--- config.mk ---
export PLATFORM = sky130hd
export DESIGN_NAME = heap_sort_array
export DESIGN_NICKNAME = d
export VERILOG_FILES = /design/src/rtl/hsa_pkg.sv /design/src/rtl/hsa_ram.sv /design/src/rtl/hsa_seq.sv /design/src/rtl/heap_sort_array.sv
export SDC_FILE = /design/constraint.sdc
export NUM_CORES = 1
export LEC_CHECK = 0
export BUFFER_PORTS_ARGS = -buffer_cell sky130_fd_sc_hd__buf_4
export CORE_MARGIN = 2
export CORE_UTILIZATION = 24
export DETAILED_ROUTE_END_ITERATION = 12
export HOLD_SLACK_MARGIN = 0.06
export PLACE_DENSITY = 0.48
export SYNTH_ARGS = -nofsm -noshare
export SYNTH_HDL_FRONTEND = slang
export SYNTH_SLANG_ARGS = --single-unit
--- constraint.sdc ---
create_clock -name clk -period 5.25 [get_ports clk]
set_input_delay 1.05 -clock clk [delete_from_list [all_inputs] [get_ports clk]]
set_output_delay 1.05 -clock clk [all_outputs]
set_load 0.01 [all_outputs]
--- src/rtl/hsa_pkg.sv ---
// ----------------------------------------------------------------------------
// hsa_pkg
// types, microcode encoding and control store for the heap sort array
// ----------------------------------------------------------------------------
package hsa_pkg;

	localparam int DATA_W = 32;

	// sequencer steps, in control-store order (fall-through is pc + 1)
	typedef enum logic [4:0] {
		ST_LOAD,
		ST_BINIT,
		ST_BTEST,
		ST_SIFT0,
		ST_SIFT1,
		ST_SIFTL,
		ST_SIFTLR,
		ST_SIFTR,
		ST_SIFTC,
		ST_SIFTW,
		ST_EINIT,
		ST_ETEST,
		ST_EXA,
		ST_EXB,
		ST_EXC,
		ST_OINIT,
		ST_OCHK,
		ST_ORD,
		ST_OWR
	} step_t;

	typedef enum logic [2:0] {
		AD_CNT, AD_CUR, AD_L, AD_R, AD_BIG, AD_ZERO, AD_I, AD_K
	} addr_sel_t;

	typedef enum logic [1:0] {
		WD_IN, WD_RDATA, WD_BIGV, WD_CURV
	} wd_sel_t;

	typedef enum logic [3:0] {
		ACT_NONE, ACT_LOAD, ACT_BINIT, ACT_BDEC, ACT_CURV, ACT_SETBIG, ACT_CMPL,
		ACT_CMPR, ACT_STEP, ACT_EINIT, ACT_EXC, ACT_OINIT, ACT_OUT
	} act_t;

	typedef enum logic [3:0] {
		CD_NEXT, CD_JUMP, CD_WAIT_IN, CD_IZERO, CD_LGE, CD_RGE, CD_BIGCUR,
		CD_KEND, CD_STALL
	} cond_t;

	// one control word
	typedef struct packed {
		addr_sel_t addr;
		logic      rd;
		logic      wr;
		wd_sel_t   wd;
		act_t      act;
		cond_t     cond;
		logic      to_ret;
		step_t     target;
	} ctrl_t;

	// datapath flags seen by the sequencer
	typedef struct packed {
		logic set_end;
		logic izero;
		logic lge;
		logic rge;
		logic bigcur;
		logic kend;
		logic slot_free;
		logic phase_ext;
	} status_t;

	// control store: addr, rd, wr, wd, act, cond, to_ret, target
	function automatic ctrl_t ucode(step_t s);
		ctrl_t c;
		unique case (s)
			ST_LOAD:   c = '{AD_CNT,  1'b0, 1'b1, WD_IN,    ACT_LOAD,   CD_WAIT_IN, 1'b0, ST_LOAD};
			ST_BINIT:  c = '{AD_CUR,  1'b0, 1'b0, WD_IN,    ACT_BINIT,  CD_NEXT,    1'b0, ST_LOAD};
			ST_BTEST:  c = '{AD_CUR,  1'b0, 1'b0, WD_IN,    ACT_BDEC,   CD_IZERO,   1'b0, ST_EINIT};
			ST_SIFT0:  c = '{AD_CUR,  1'b1, 1'b0, WD_IN,    ACT_NONE,   CD_NEXT,    1'b0, ST_LOAD};
			ST_SIFT1:  c = '{AD_CUR,  1'b0, 1'b0, WD_IN,    ACT_CURV,   CD_NEXT,    1'b0, ST_LOAD};
			ST_SIFTL:  c = '{AD_L,    1'b1, 1'b0, WD_IN,    ACT_SETBIG, CD_LGE,     1'b1, ST_LOAD};
			ST_SIFTLR: c = '{AD_R,    1'b1, 1'b0, WD_IN,    ACT_CMPL,   CD_RGE,     1'b0, ST_SIFTC};
			ST_SIFTR:  c = '{AD_CUR,  1'b0, 1'b0, WD_IN,    ACT_CMPR,   CD_NEXT,    1'b0, ST_LOAD};
			ST_SIFTC:  c = '{AD_CUR,  1'b0, 1'b1, WD_BIGV,  ACT_NONE,   CD_BIGCUR,  1'b1, ST_LOAD};
			ST_SIFTW:  c = '{AD_BIG,  1'b0, 1'b1, WD_CURV,  ACT_STEP,   CD_JUMP,    1'b0, ST_SIFTL};
			ST_EINIT:  c = '{AD_CUR,  1'b0, 1'b0, WD_IN,    ACT_EINIT,  CD_NEXT,    1'b0, ST_LOAD};
			ST_ETEST:  c = '{AD_ZERO, 1'b1, 1'b0, WD_IN,    ACT_NONE,   CD_IZERO,   1'b0, ST_OINIT};
			ST_EXA:    c = '{AD_I,    1'b1, 1'b0, WD_IN,    ACT_CURV,   CD_NEXT,    1'b0, ST_LOAD};
			ST_EXB:    c = '{AD_ZERO, 1'b0, 1'b1, WD_RDATA, ACT_NONE,   CD_NEXT,    1'b0, ST_LOAD};
			ST_EXC:    c = '{AD_I,    1'b0, 1'b1, WD_CURV,  ACT_EXC,    CD_JUMP,    1'b0, ST_SIFT0};
			ST_OINIT:  c = '{AD_K,    1'b0, 1'b0, WD_IN,    ACT_OINIT,  CD_NEXT,    1'b0, ST_LOAD};
			ST_OCHK:   c = '{AD_K,    1'b0, 1'b0, WD_IN,    ACT_NONE,   CD_KEND,    1'b0, ST_LOAD};
			ST_ORD:    c = '{AD_K,    1'b1, 1'b0, WD_IN,    ACT_NONE,   CD_STALL,   1'b0, ST_ORD};
			ST_OWR:    c = '{AD_K,    1'b0, 1'b0, WD_IN,    ACT_OUT,    CD_JUMP,    1'b0, ST_OCHK};
			default:   c = '{AD_CNT,  1'b0, 1'b0, WD_IN,    ACT_NONE,   CD_JUMP,    1'b0, ST_LOAD};
		endcase
		return c;
	endfunction

endpackage

--- src/rtl/hsa_ram.sv ---
// ----------------------------------------------------------------------------
// hsa_ram
// generic simple dual-port ram, one write and one registered read port
// ----------------------------------------------------------------------------
module hsa_ram #(
	parameter int WIDTH = 32,
	parameter int DEPTH = 16
) (
	input  logic                     clk,
	input  logic                     we,
	input  logic [$clog2(DEPTH)-1:0] waddr,
	input  logic [WIDTH-1:0]         wdata,
	input  logic                     re,
	input  logic [$clog2(DEPTH)-1:0] raddr,
	output logic [WIDTH-1:0]         rdata
);

	logic [WIDTH-1:0] mem_q [DEPTH];
	logic [WIDTH-1:0] rdata_q;

	always_ff @(posedge clk) begin
		if (we) begin
			mem_q[waddr] <= wdata;
		end
		if (re) begin
			rdata_q <= mem_q[raddr];
		end
	end

	assign rdata = rdata_q;

endmodule

--- src/rtl/hsa_seq.sv ---
// ----------------------------------------------------------------------------
// hsa_seq
// microcode sequencer: step counter, control store lookup, conditional jumps
// ----------------------------------------------------------------------------
module hsa_seq (
	input  logic             clk,
	input  logic             arst_n,
	input  hsa_pkg::status_t st,
	output hsa_pkg::step_t   pc,
	output hsa_pkg::ctrl_t   cw
);
	import hsa_pkg::*;

	step_t pc_q;
	ctrl_t cw_w;
	logic  taken;
	step_t ret_w;
	step_t next_w;

	assign cw_w  = ucode(pc_q);
	assign ret_w = st.phase_ext ? ST_ETEST : ST_BTEST;

	always_comb begin
		case (cw_w.cond)
			CD_NEXT:    taken = 1'b0;
			CD_JUMP:    taken = 1'b1;
			CD_WAIT_IN: taken = !st.set_end;
			CD_IZERO:   taken = st.izero;
			CD_LGE:     taken = st.lge;
			CD_RGE:     taken = st.rge;
			CD_BIGCUR:  taken = st.bigcur;
			CD_KEND:    taken = st.kend;
			CD_STALL:   taken = !st.slot_free;
			default:    taken = 1'b0;
		endcase
	end

	always_comb begin
		if (taken) begin
			next_w = cw_w.to_ret ? ret_w : cw_w.target;
		end else begin
			next_w = step_t'(5'(pc_q + 5'd1));
		end
	end

	always_ff @(posedge clk or negedge arst_n) begin
		if (!arst_n) begin
			pc_q <= ST_LOAD;
		end else begin
			pc_q <= next_w;
		end
	end

	assign pc = pc_q;
	assign cw = cw_w;

endmodule

--- src/rtl/heap_sort_array.sv ---
// ----------------------------------------------------------------------------
// heap_sort_array
// heapsort of one set of signed 32-bit values, microcoded
// ----------------------------------------------------------------------------
// the block takes a set of up to SIZE signed values, one per input transfer;
// a transfer with tlast set, or the SIZE-th transfer, closes the set. the
// values are then heap-sorted in place (max-heap build by sift-down, then
// root/end swaps with sift-down over the shrinking heap) and streamed out in
// ascending order, tlast on the largest. loading takes one value per cycle.
// sorting runs on one single-port-read element ram driven by a microcode
// sequencer: a full sift level steps through read left, read right and
// compare left, compare right and two writes, after a read and a load of
// the node at the start of a sift. each result passes an index check, a
// ram read and an output load, and waits in the ram read step while the
// output register is held. the input is not ready while a set is being
// sorted or emitted; it is ready again once the index check after the last
// result finds the whole set emitted.
module heap_sort_array #(
	parameter int SIZE = 16
) (
	input  logic        clk,
	input  logic        arst_n,
	// input stream
	input  logic        s_tvalid,
	output logic        s_tready,
	input  logic [31:0] s_tdata,   // [31:0] value
	input  logic        s_tlast,   // is_last
	// output stream
	output logic        m_tvalid,
	input  logic        m_tready,
	output logic [31:0] m_tdata,   // [31:0] sorted_value
	output logic        m_tlast    // last_out
);
	import hsa_pkg::*;

	localparam int AW = $clog2(SIZE);     // element address
	localparam int CW = $clog2(SIZE + 1); // counts up to SIZE
	localparam int LW = AW + 2;           // child index, up to 2*SIZE

	// sequencer
	step_t   pc;
	ctrl_t   cw;
	status_t st;

	// datapath registers
	logic [CW-1:0]            cnt_q;   // values loaded so far
	logic [CW-1:0]            len_q;   // set length
	logic [CW-1:0]            hlen_q;  // current heap length
	logic [CW-1:0]            k_q;     // output index
	logic [AW-1:0]            i_q;     // build / extract loop index
	logic [AW-1:0]            cur_q;   // node being sifted
	logic [AW-1:0]            big_q;   // largest of node and children
	logic                     phase_q; // 0 build, 1 extract
	logic signed [DATA_W-1:0] curv_q;  // value being sifted down
	logic signed [DATA_W-1:0] bigv_q;  // value at big_q

	// output register
	logic              m_tvalid_q;
	logic [DATA_W-1:0] m_tdata_q;
	logic              m_tlast_q;

	// ram
	logic                     ram_we;
	logic                     ram_re;
	logic [AW-1:0]            ram_addr;
	logic [DATA_W-1:0]        ram_wdata;
	logic signed [DATA_W-1:0] ram_rdata;

	logic          in_xfer;
	logic          out_xfer;
	logic [LW-1:0] l_w;
	logic [LW-1:0] r_w;
	logic          rd_gt;

	hsa_seq u_seq (
		.clk    (clk),
		.arst_n (arst_n),
		.st     (st),
		.pc     (pc),
		.cw     (cw)
	);

	hsa_ram #(
		.WIDTH (DATA_W),
		.DEPTH (SIZE)
	) u_ram (
		.clk   (clk),
		.we    (ram_we),
		.waddr (ram_addr),
		.wdata (ram_wdata),
		.re    (ram_re),
		.raddr (ram_addr),
		.rdata (ram_rdata)
	);

	// handshakes: input open only in the load step
	assign s_tready = (pc == ST_LOAD);
	assign in_xfer  = s_tvalid && s_tready;
	assign out_xfer = m_tvalid_q && m_tready;

	// heap children of the current node
	assign l_w   = {1'b0, cur_q, 1'b1};
	assign r_w   = l_w + LW'(1);
	assign rd_gt = (ram_rdata > bigv_q);

	// element address select
	always_comb begin
		case (cw.addr)
			AD_CNT:  ram_addr = cnt_q[AW-1:0];
			AD_CUR:  ram_addr = cur_q;
			AD_L:    ram_addr = l_w[AW-1:0];
			AD_R:    ram_addr = r_w[AW-1:0];
			AD_BIG:  ram_addr = big_q;
			AD_ZERO: ram_addr = '0;
			AD_I:    ram_addr = i_q;
			AD_K:    ram_addr = k_q[AW-1:0];
			default: ram_addr = '0;
		endcase
	end

	// write data select
	always_comb begin
		case (cw.wd)
			WD_IN:    ram_wdata = s_tdata;
			WD_RDATA: ram_wdata = ram_rdata;
			WD_BIGV:  ram_wdata = bigv_q;
			WD_CURV:  ram_wdata = curv_q;
			default:  ram_wdata = s_tdata;
		endcase
	end

	// a load-step write only happens on an accepted transfer
	assign ram_we = cw.wr && ((cw.act != ACT_LOAD) || in_xfer);
	assign ram_re = cw.rd;

	// flags for the sequencer
	assign st.set_end   = in_xfer && (s_tlast || (cnt_q == CW'(SIZE - 1)));
	assign st.izero     = (i_q == '0);
	assign st.lge       = (l_w >= LW'(hlen_q));
	assign st.rge       = (r_w >= LW'(hlen_q));
	assign st.bigcur    = (big_q == cur_q);
	assign st.kend      = (k_q == len_q);
	assign st.slot_free = !m_tvalid_q || m_tready;
	assign st.phase_ext = phase_q;

	// control-state registers
	always_ff @(posedge clk or negedge arst_n) begin
		if (!arst_n) begin
			cnt_q      <= '0;
			len_q      <= '0;
			hlen_q     <= '0;
			k_q        <= '0;
			i_q        <= '0;
			phase_q    <= 1'b0;
			m_tvalid_q <= 1'b0;
		end else begin
			if (out_xfer) begin
				m_tvalid_q <= 1'b0;
			end
			case (cw.act)
				ACT_LOAD: begin
					if (in_xfer) begin
						cnt_q <= cnt_q + CW'(1);
						len_q <= cnt_q + CW'(1);
					end
				end
				ACT_BINIT: begin
					i_q     <= AW'(len_q >> 1);
					hlen_q  <= len_q;
					phase_q <= 1'b0;
				end
				ACT_BDEC: begin
					if (i_q != '0) begin
						i_q <= i_q - AW'(1);
					end
				end
				ACT_EINIT: begin
					i_q     <= AW'(len_q - CW'(1));
					phase_q <= 1'b1;
				end
				ACT_EXC: begin
					hlen_q <= CW'(i_q);
					i_q    <= i_q - AW'(1);
				end
				ACT_OINIT: begin
					k_q   <= '0;
					cnt_q <= '0;
				end
				ACT_OUT: begin
					k_q        <= k_q + CW'(1);
					m_tvalid_q <= 1'b1;
				end
				default: ;
			endcase
		end
	end

	// sift registers and output payload
	always_ff @(posedge clk) begin
		case (cw.act)
			ACT_BDEC: begin
				cur_q <= i_q - AW'(1);
			end
			ACT_CURV: begin
				curv_q <= ram_rdata;
			end
			ACT_SETBIG: begin
				big_q  <= cur_q;
				bigv_q <= curv_q;
			end
			ACT_CMPL: begin
				if (rd_gt) begin
					big_q  <= l_w[AW-1:0];
					bigv_q <= ram_rdata;
				end
			end
			ACT_CMPR: begin
				if (rd_gt) begin
					big_q  <= r_w[AW-1:0];
					bigv_q <= ram_rdata;
				end
			end
			ACT_STEP: begin
				cur_q <= big_q;
			end
			ACT_EXC: begin
				cur_q <= '0;
			end
			ACT_OUT: begin
				m_tdata_q <= ram_rdata;
				m_tlast_q <= (k_q == len_q - CW'(1));
			end
			default: ;
		endcase
	end

	assign m_tvalid = m_tvalid_q;
	assign m_tdata  = m_tdata_q;
	assign m_tlast  = m_tlast_q;

`ifndef NO_ASSERTIONS
	// the load counter never runs past the store
	a_cnt_range: assert property (@(posedge clk) disable iff (!arst_n)
		(pc == ST_LOAD) |-> (cnt_q < CW'(SIZE)))
		else $error("load count beyond store depth");

	// a node being sifted always lies inside the current heap
	a_cur_in_heap: assert property (@(posedge clk) disable iff (!arst_n)
		(pc == ST_SIFTL) |-> (LW'(cur_q) < LW'(hlen_q)))
		else $error("sift node outside heap");

	// a result is only loaded into an empty output register
	a_out_free: assert property (@(posedge clk) disable iff (!arst_n)
		(cw.act == ACT_OUT) |-> !m_tvalid_q)
		else $error("output register overwritten");

	// the final result of a set is followed by reopening the input
	a_last_reopen: assert property (@(posedge clk) disable iff (!arst_n)
		((cw.act == ACT_OUT) && (k_q == len_q - CW'(1))) |=> ##1 s_tready)
		else $error("input not reopened after last result");
`endif

endmodule
# After elaboration in Yosys (flattened, before gate mapping)
# Memory sizes are Yosys's and may differ from the RTL's. A register that Yosys moved wholly into a read port is not among the register bits.
# Cells that the tools add are included.
op_classes:
  magnitude_cmp: 3
  muxes: 23
  n_addsub: 6
  n_eq_ne: 40
  n_reduce_logical: 30
op_table:
  columns: ["op", "count"]
  rows:
  - ["$pmux W32 S4", 1]
  - ["$pmux W32 S2", 1]
  - ["$eq A4 B3 Y1 const B", 8]
  - ["$gt A32 B32 Y1", 1]
  - ["$mux W32", 1]
  - ["$pmux W4 S8", 1]
  - ["$pmux W5 S2", 3]
  - ["$eq A4 B4 Y1 const B", 6]
  - ["$pmux W4 S3", 2]
  - ["$eq A4 B2 Y1 const B", 4]
  - ["$mux W4", 4]
  - ["$pmux W4 S4", 1]
  - ["$add A5 B1 Y5 const B", 3]
  - ["$mux W5", 3]
  - ["$eq A3 B3 Y1 const B", 4]
  - ["$reduce_bool A2 Y1", 6]
  - ["$eq A5 B5 Y1", 2]
  - ["$eq A4 B1 Y1 const B", 2]
  - ["$ne A2 B2 Y1 const B", 4]
  - ["$pmux W1 S8", 1]
  - ["$reduce_and A2 Y1", 4]
  - ["$reduce_bool A4 Y1", 2]
  - ["$add A5 B1 Y6 const B", 1]
  - ["$eq A3 B2 Y1 const B", 2]
  - ["other kinds (23)", 35]
totals:
  romBits: 672
  inputBits: 37
  ff_bits: 136
  n_memories: 2
  ram_bits: 512
  out_inout_bits: 35
  wordCells: 118
memory_table:
  columns: ["name", "words", "word_bits", "read_ports", "rd_ports_with_merged_regs", "write_ports", "line", "rtl"]
  rows:
  - ["(name not given)", 32, 21, 1, 0, 0, "hsa_pkg.sv:77", "unique case (s)"]
  - ["u_ram.mem_q", 16, 32, 1, 1, 1, "hsa_ram.sv:18", "logic [WIDTH-1:0] mem_q [DEPTH];"]

# Depth between registers and ports, before layout
logic_depth:
  word_depth: 6
  depth_mapped: 14
  mapped_depth_nobuf: 12

# Cells and area by module
# A second synthesis with hierarchy kept.
hier_totals:
  hier_cells: 1537
  area_unflattened_um2: 28434.8
modules_own_cells:
  columns: ["module", "instances", "area_each_um2", "seq_area_each_um2", "cells_per_inst"]
  rows:
  - ["hsa_ram", 1, 20155.6, 16335.7, 838]
  - ["heap_sort_array", 1, 7340.8, 3803.6, 582]
  - ["hsa_seq", 1, 938.4, 125.1, 117]

# Worst setup path after synthesis
# No wires, ideal clock.
synth_timing:
  path_kind: "register -> register"
  start: "register u_seq.pc_q[0] (netlist: u_seq.pc[0])"
  end: "memory u_ram.mem_q[11][0] (enable)"
  arrival_time_ns: 4.062
  period_less_slack_ns: 4.483
  stages_incl_launch_ff: 13
  path_slack_ns: 0.767
  required_time_ns: 4.829
  setup_time_ns: 0.421
  path_buffers: 2
  path_cell_list: "dfrtp_1 -> inv_1 -> ha_1 -> or2_4 -> a31oi_2 -> nand2_1 -> o211a_1 -> o221ai_2 -> nand2_2 -> buf_6 -> buf_4 -> or2_2 -> nor2_1"
synth_between:
  elab_chain_cells: 6
synth_lines:
  columns: ["element", "line", "rtl"]
  rows:
  - ["start, declared", "hsa_seq.sv:14", "step_t pc_q;"]
  - ["start signal, assigned", "hsa_seq.sv:50", "pc_q <= next_w;"]
  - ["$mem_v2 Z32 W21 or $logic_not A5 Y1 (tied branches)", null, null]
  - ["$ne A4 B1 Y1 or $logic_and A1 B1 Y1 (tied branches)", "heap_sort_array.sv:133, heap_sort_array.sv:98", null]
  - ["$logic_or A1 B1 Y1", "heap_sort_array.sv:133", "assign ram_we = cw.wr && ((cw.act != ACT_LOAD) || in_xfer);"]
  - ["$logic_and A1 B1 Y1", "heap_sort_array.sv:133", null]
  - ["$mux W1", "hsa_ram.sv:22", "if (we) begin"]
  - ["$mux W1 (implied by the code)", "hsa_ram.sv:23", "mem_q[waddr] <= wdata;"]
  - ["end, declared", "hsa_ram.sv:18", null]
# Several ways; a longest one is shown, not always the timed one.

# Final worst setup path
layout_timing:
  start: "register u_seq.pc_q[0] (netlist: u_seq.pc[0])"
  end: "register u_ram.rdata_q[25] (netlist: u_ram.rdata[25]), read port of u_ram.mem_q, data pin"
layout_between:
  elab_chain_cells: 3
layout_lines:
  columns: ["element", "line", "rtl"]
  rows:
  - ["$mem_v2 Z32 W21 *", null, null]
  - ["$eq A3 B3 Y1, or another cell as far along", "heap_sort_array.sv:108", "case (cw.addr)"]
  - ["$pmux W4 S8", "heap_sort_array.sv:108", null]
  - ["end, declared", "hsa_ram.sv:19", "logic [WIDTH-1:0] rdata_q;"]
# Mark *: on every way between the ends. The rest lies on a longest branch, timed or not.
# A chain may end at the register's enable or synchronous reset.

==> metrics.yaml <==
outcome: "completed"
drt_iter0_markers: 1570
gp_congestion: 0.866
synth-seq-cells: 680
syn_nets: 1768
post-cts-setup-buffers: 0
rows: 126
r2r_setup_slack_ns: 0.68
fin_skew_ns: 0.0218
crit_fanout: 81
rr_endpoint: "u_ram.rdata[25]$_DFFE_PP_"
dr.pass1.iters: 5
finalWorstSetupSlack_ns: 0.683
required_ns: 5.61
tns_ns: 0
yosysTopAreaCell: "edfxtp_1"
fin_crit_ns: 4.57
die_w_um: 349
io_buffers: 71
fmax_mhz: 219
synthCells: 1676
top_level_ports: 72
viasPerCell: 4.58
rsz0062_at_grt: "false"
vias: 15673
cts_sinks: 680
endpoint: "u_ram.rdata[25]$_DFFE_PP_"
crit_slowest_cell: "buf_4"
synth.cell_area_mm2: 0.0285
die_area_mm2: 0.122
area_delta_synth_final_pct: 19.0
overflow: 0
drive_gt1_frac: 0.253
synthFlopType: "edfxtp_1"
synth_top_area_frac: 0.683
track_usage: 0.124
synth_area_leaders: "edfxtp_1 (68%), mux4_2 (10%), dfrtp_1 (2.7%), ha_1 (2.4%), nand2_1 (2.0%)"
post-route-period-util: 0.870
synth_warnings: 0
dp_slack_ns: 0.664
synth.top_cells.by_count: "edfxtp_1 (649), nand2_1 (155), mux4_2 (128), a22oi_1 (67), nor2_1 (60)"
yosysSeqAreaShare: 0.710
finalWirelength_mm: 75.9
grt_max_degree: 82
cpMostUsedCell: "nand2_1"
grt.busiest_layer: "met2"
finalSetupViolCount: 0
grt_pass1_vias: 16420
slew_viol_final: 0
ctsLongestPathBuffers: 3
initial_core_util: 0.242
synth-edff-count: 649
wl_per_cell_um: 22.2
reg2regPathDepth: 12
worst_pin_slew_ns: 1.28
crit_type: "flip-flop to flip-flop"
cts_hold_buffers: 0
fill_cells: 11625
synth_cell_types: 65
clock_latency_ns: 0.62
crit_chain: "inv_1 -> ha_1 -> or2_4 -> a31oi_2 -> nand2_1 -> or2_1 -> o32ai_4 -> buf_12 -> buf_4 -> mux4_2 -> a22oi_1 -> nand2_1"
max-slew-margin-rel: 0.141
cts_buffers: 76
ant_nets: 0
hold_ws_ns: 0.384
synth.most_common_cell: "edfxtp_1"
cp.arrival_ns: 4.93
met3_usage: 0.0290
fp.dieH_um: 349
drc_errors: 0
grtUsageMet2: 0.199
htreeDepth: 3
crit_start: "u_seq.pc[0]$_DFF_PN0_"
hp-class: "input port to asynchronous set/reset pin"
endpoint_kind: "flip-flop"
cts_tree: "done"
finalHoldViolCount: 0
slowest_delay_ns: 0.57
antenna_found_initial: 5
synth_area_per_cell_um2: 17.0
synth-async-reset-ratio: 0.0456
startpoint_type: "flip-flop"
dp_hpwl_mm: 47.2
finalNetCount: 1915
clk_pin_slew_ns: 0.06
use_met1: 0.169
fp.coreArea_mm2: 0.118
r2r-start: "u_seq.pc[0]$_DFF_PN0_"
cts_root_buf: "clkbuf_16"
ctsResizeCount: 0
cap_violations: 0
grt_pass1_wl_mm: 111
logic make-up after synthesis:
group | count (synthesis) | share of synthesized area
compound gates | 272 | 0.0651
xor+xnor | 28 | 0.00859
buf+inv | 139 | 0.0217
fa+ha+maj | 55 | 0.0241
mux | 168 | 0.117
simple gates | 334 | 0.0541
flops | 680 | 0.710
state kept, by name (all words and copies together) (netlist names), 5 cells and up:
| name | flops |
|---|---|
| u_ram.mem_q | 512 |
| bigv_q | 32 |
| curv_q | 32 |
| m_tdata | 32 |
| u_ram.rdata | 32 |
| cnt_q | 5 |
| hlen_q | 5 |
| k_q | 5 |
| len_q | 5 |
| u_seq.pc | 5 |
per-stage QoR:
stage / instances / area (um^2) / utilization
finish: 3421 / 34000 / 0.288
global route: 3420 / 34000 / 0.288
CTS: 3419 / 33900 / 0.287
detailed placement: 3280 / 31500 / 0.267
global placement: 3280 / 31500 / 0.267
floorplan: 1676 / 28500 / -
critical path: cells and delay by family, from the launching register on:
kind                     cells  cell delay (ns)
buffers and inverters        3             1.22
multiplexers                 1             0.39
AO/OA/AOI/OAI                3             0.70
adder cells (fa/ha/maj)      1             0.44
flip-flops                   1             0.52
AND/OR/NAND/NOR              4             0.89
worst min-delay path by stage:
stage,startpoint,to,slack (ns),depth (start not counted)
floorplan,phase_q$_DFFE_PN0P_,phase_q$_DFFE_PN0P_,0.47,2
global placement,cnt_q[4]$_DFFE_PN0P_,cnt_q[4]$_DFFE_PN0P_,0.51,2
detailed placement,cnt_q[4]$_DFFE_PN0P_,cnt_q[4]$_DFFE_PN0P_,0.51,2
CTS,arst_n,u_seq.pc[4]$_DFF_PN0_,0.36,1
global route,arst_n,u_seq.pc[4]$_DFF_PN0_,0.38,1
finish,arst_n,hlen_q[4]$_DFFE_PN0P_,0.38,1
routing by layer:
metal	part of all wire	vias to the layer above
met3	0.061	115
met2	0.47	463
met5	0.000092	-
met1	0.45	8127
li1	-	6966
met4	0.022	2
layout make-up:
type,count,area [um^2],area share
antenna,1,2.50,0.0000736
multi-input combinational,857,7900,0.232
clock buffer,96,2030,0.0597
timing repair buffer,154,1220,0.0359
tap,1536,1920,0.0566
sequential,680,20300,0.596
clock inverter,43,444,0.0131
inverter,54,203,0.00596
placed cells by master (no fill, tap or decap), types with 4 or more instances in the layout:
cell type / n
nor2_4: 20
a22oi_1: 67
a211oi_1: 36
mux2i_1: 5
or2_2: 5
or3_1: 4
dfrtp_1: 31
o22ai_1: 6
xnor2_1: 15
mux4_2: 128
o21a_1: 5
nand2b_1: 8
edfxtp_1: 649
inv_6: 5
clkbuf_1: 17
xor2_1: 13
o21ai_1: 4
a31oi_2: 6
nand4_1: 14
bufinv_16: 7
mux2_2: 35
nor2b_1: 8
buf_4: 149
nand2_1: 154
nor2_1: 40
inv_1: 52
clkinv_1: 11
clkbuf_16: 78
clkinv_2: 12
a31oi_1: 36
a21o_1: 15
o21ai_0: 33
ha_1: 55
buf_12: 5
a21oi_1: 38
nand3_1: 18
nor3_1: 8
and2_1: 36
Power is not shown: default switching activity piles up to over one toggle a cycle in this logic, so the estimate is an artifact.
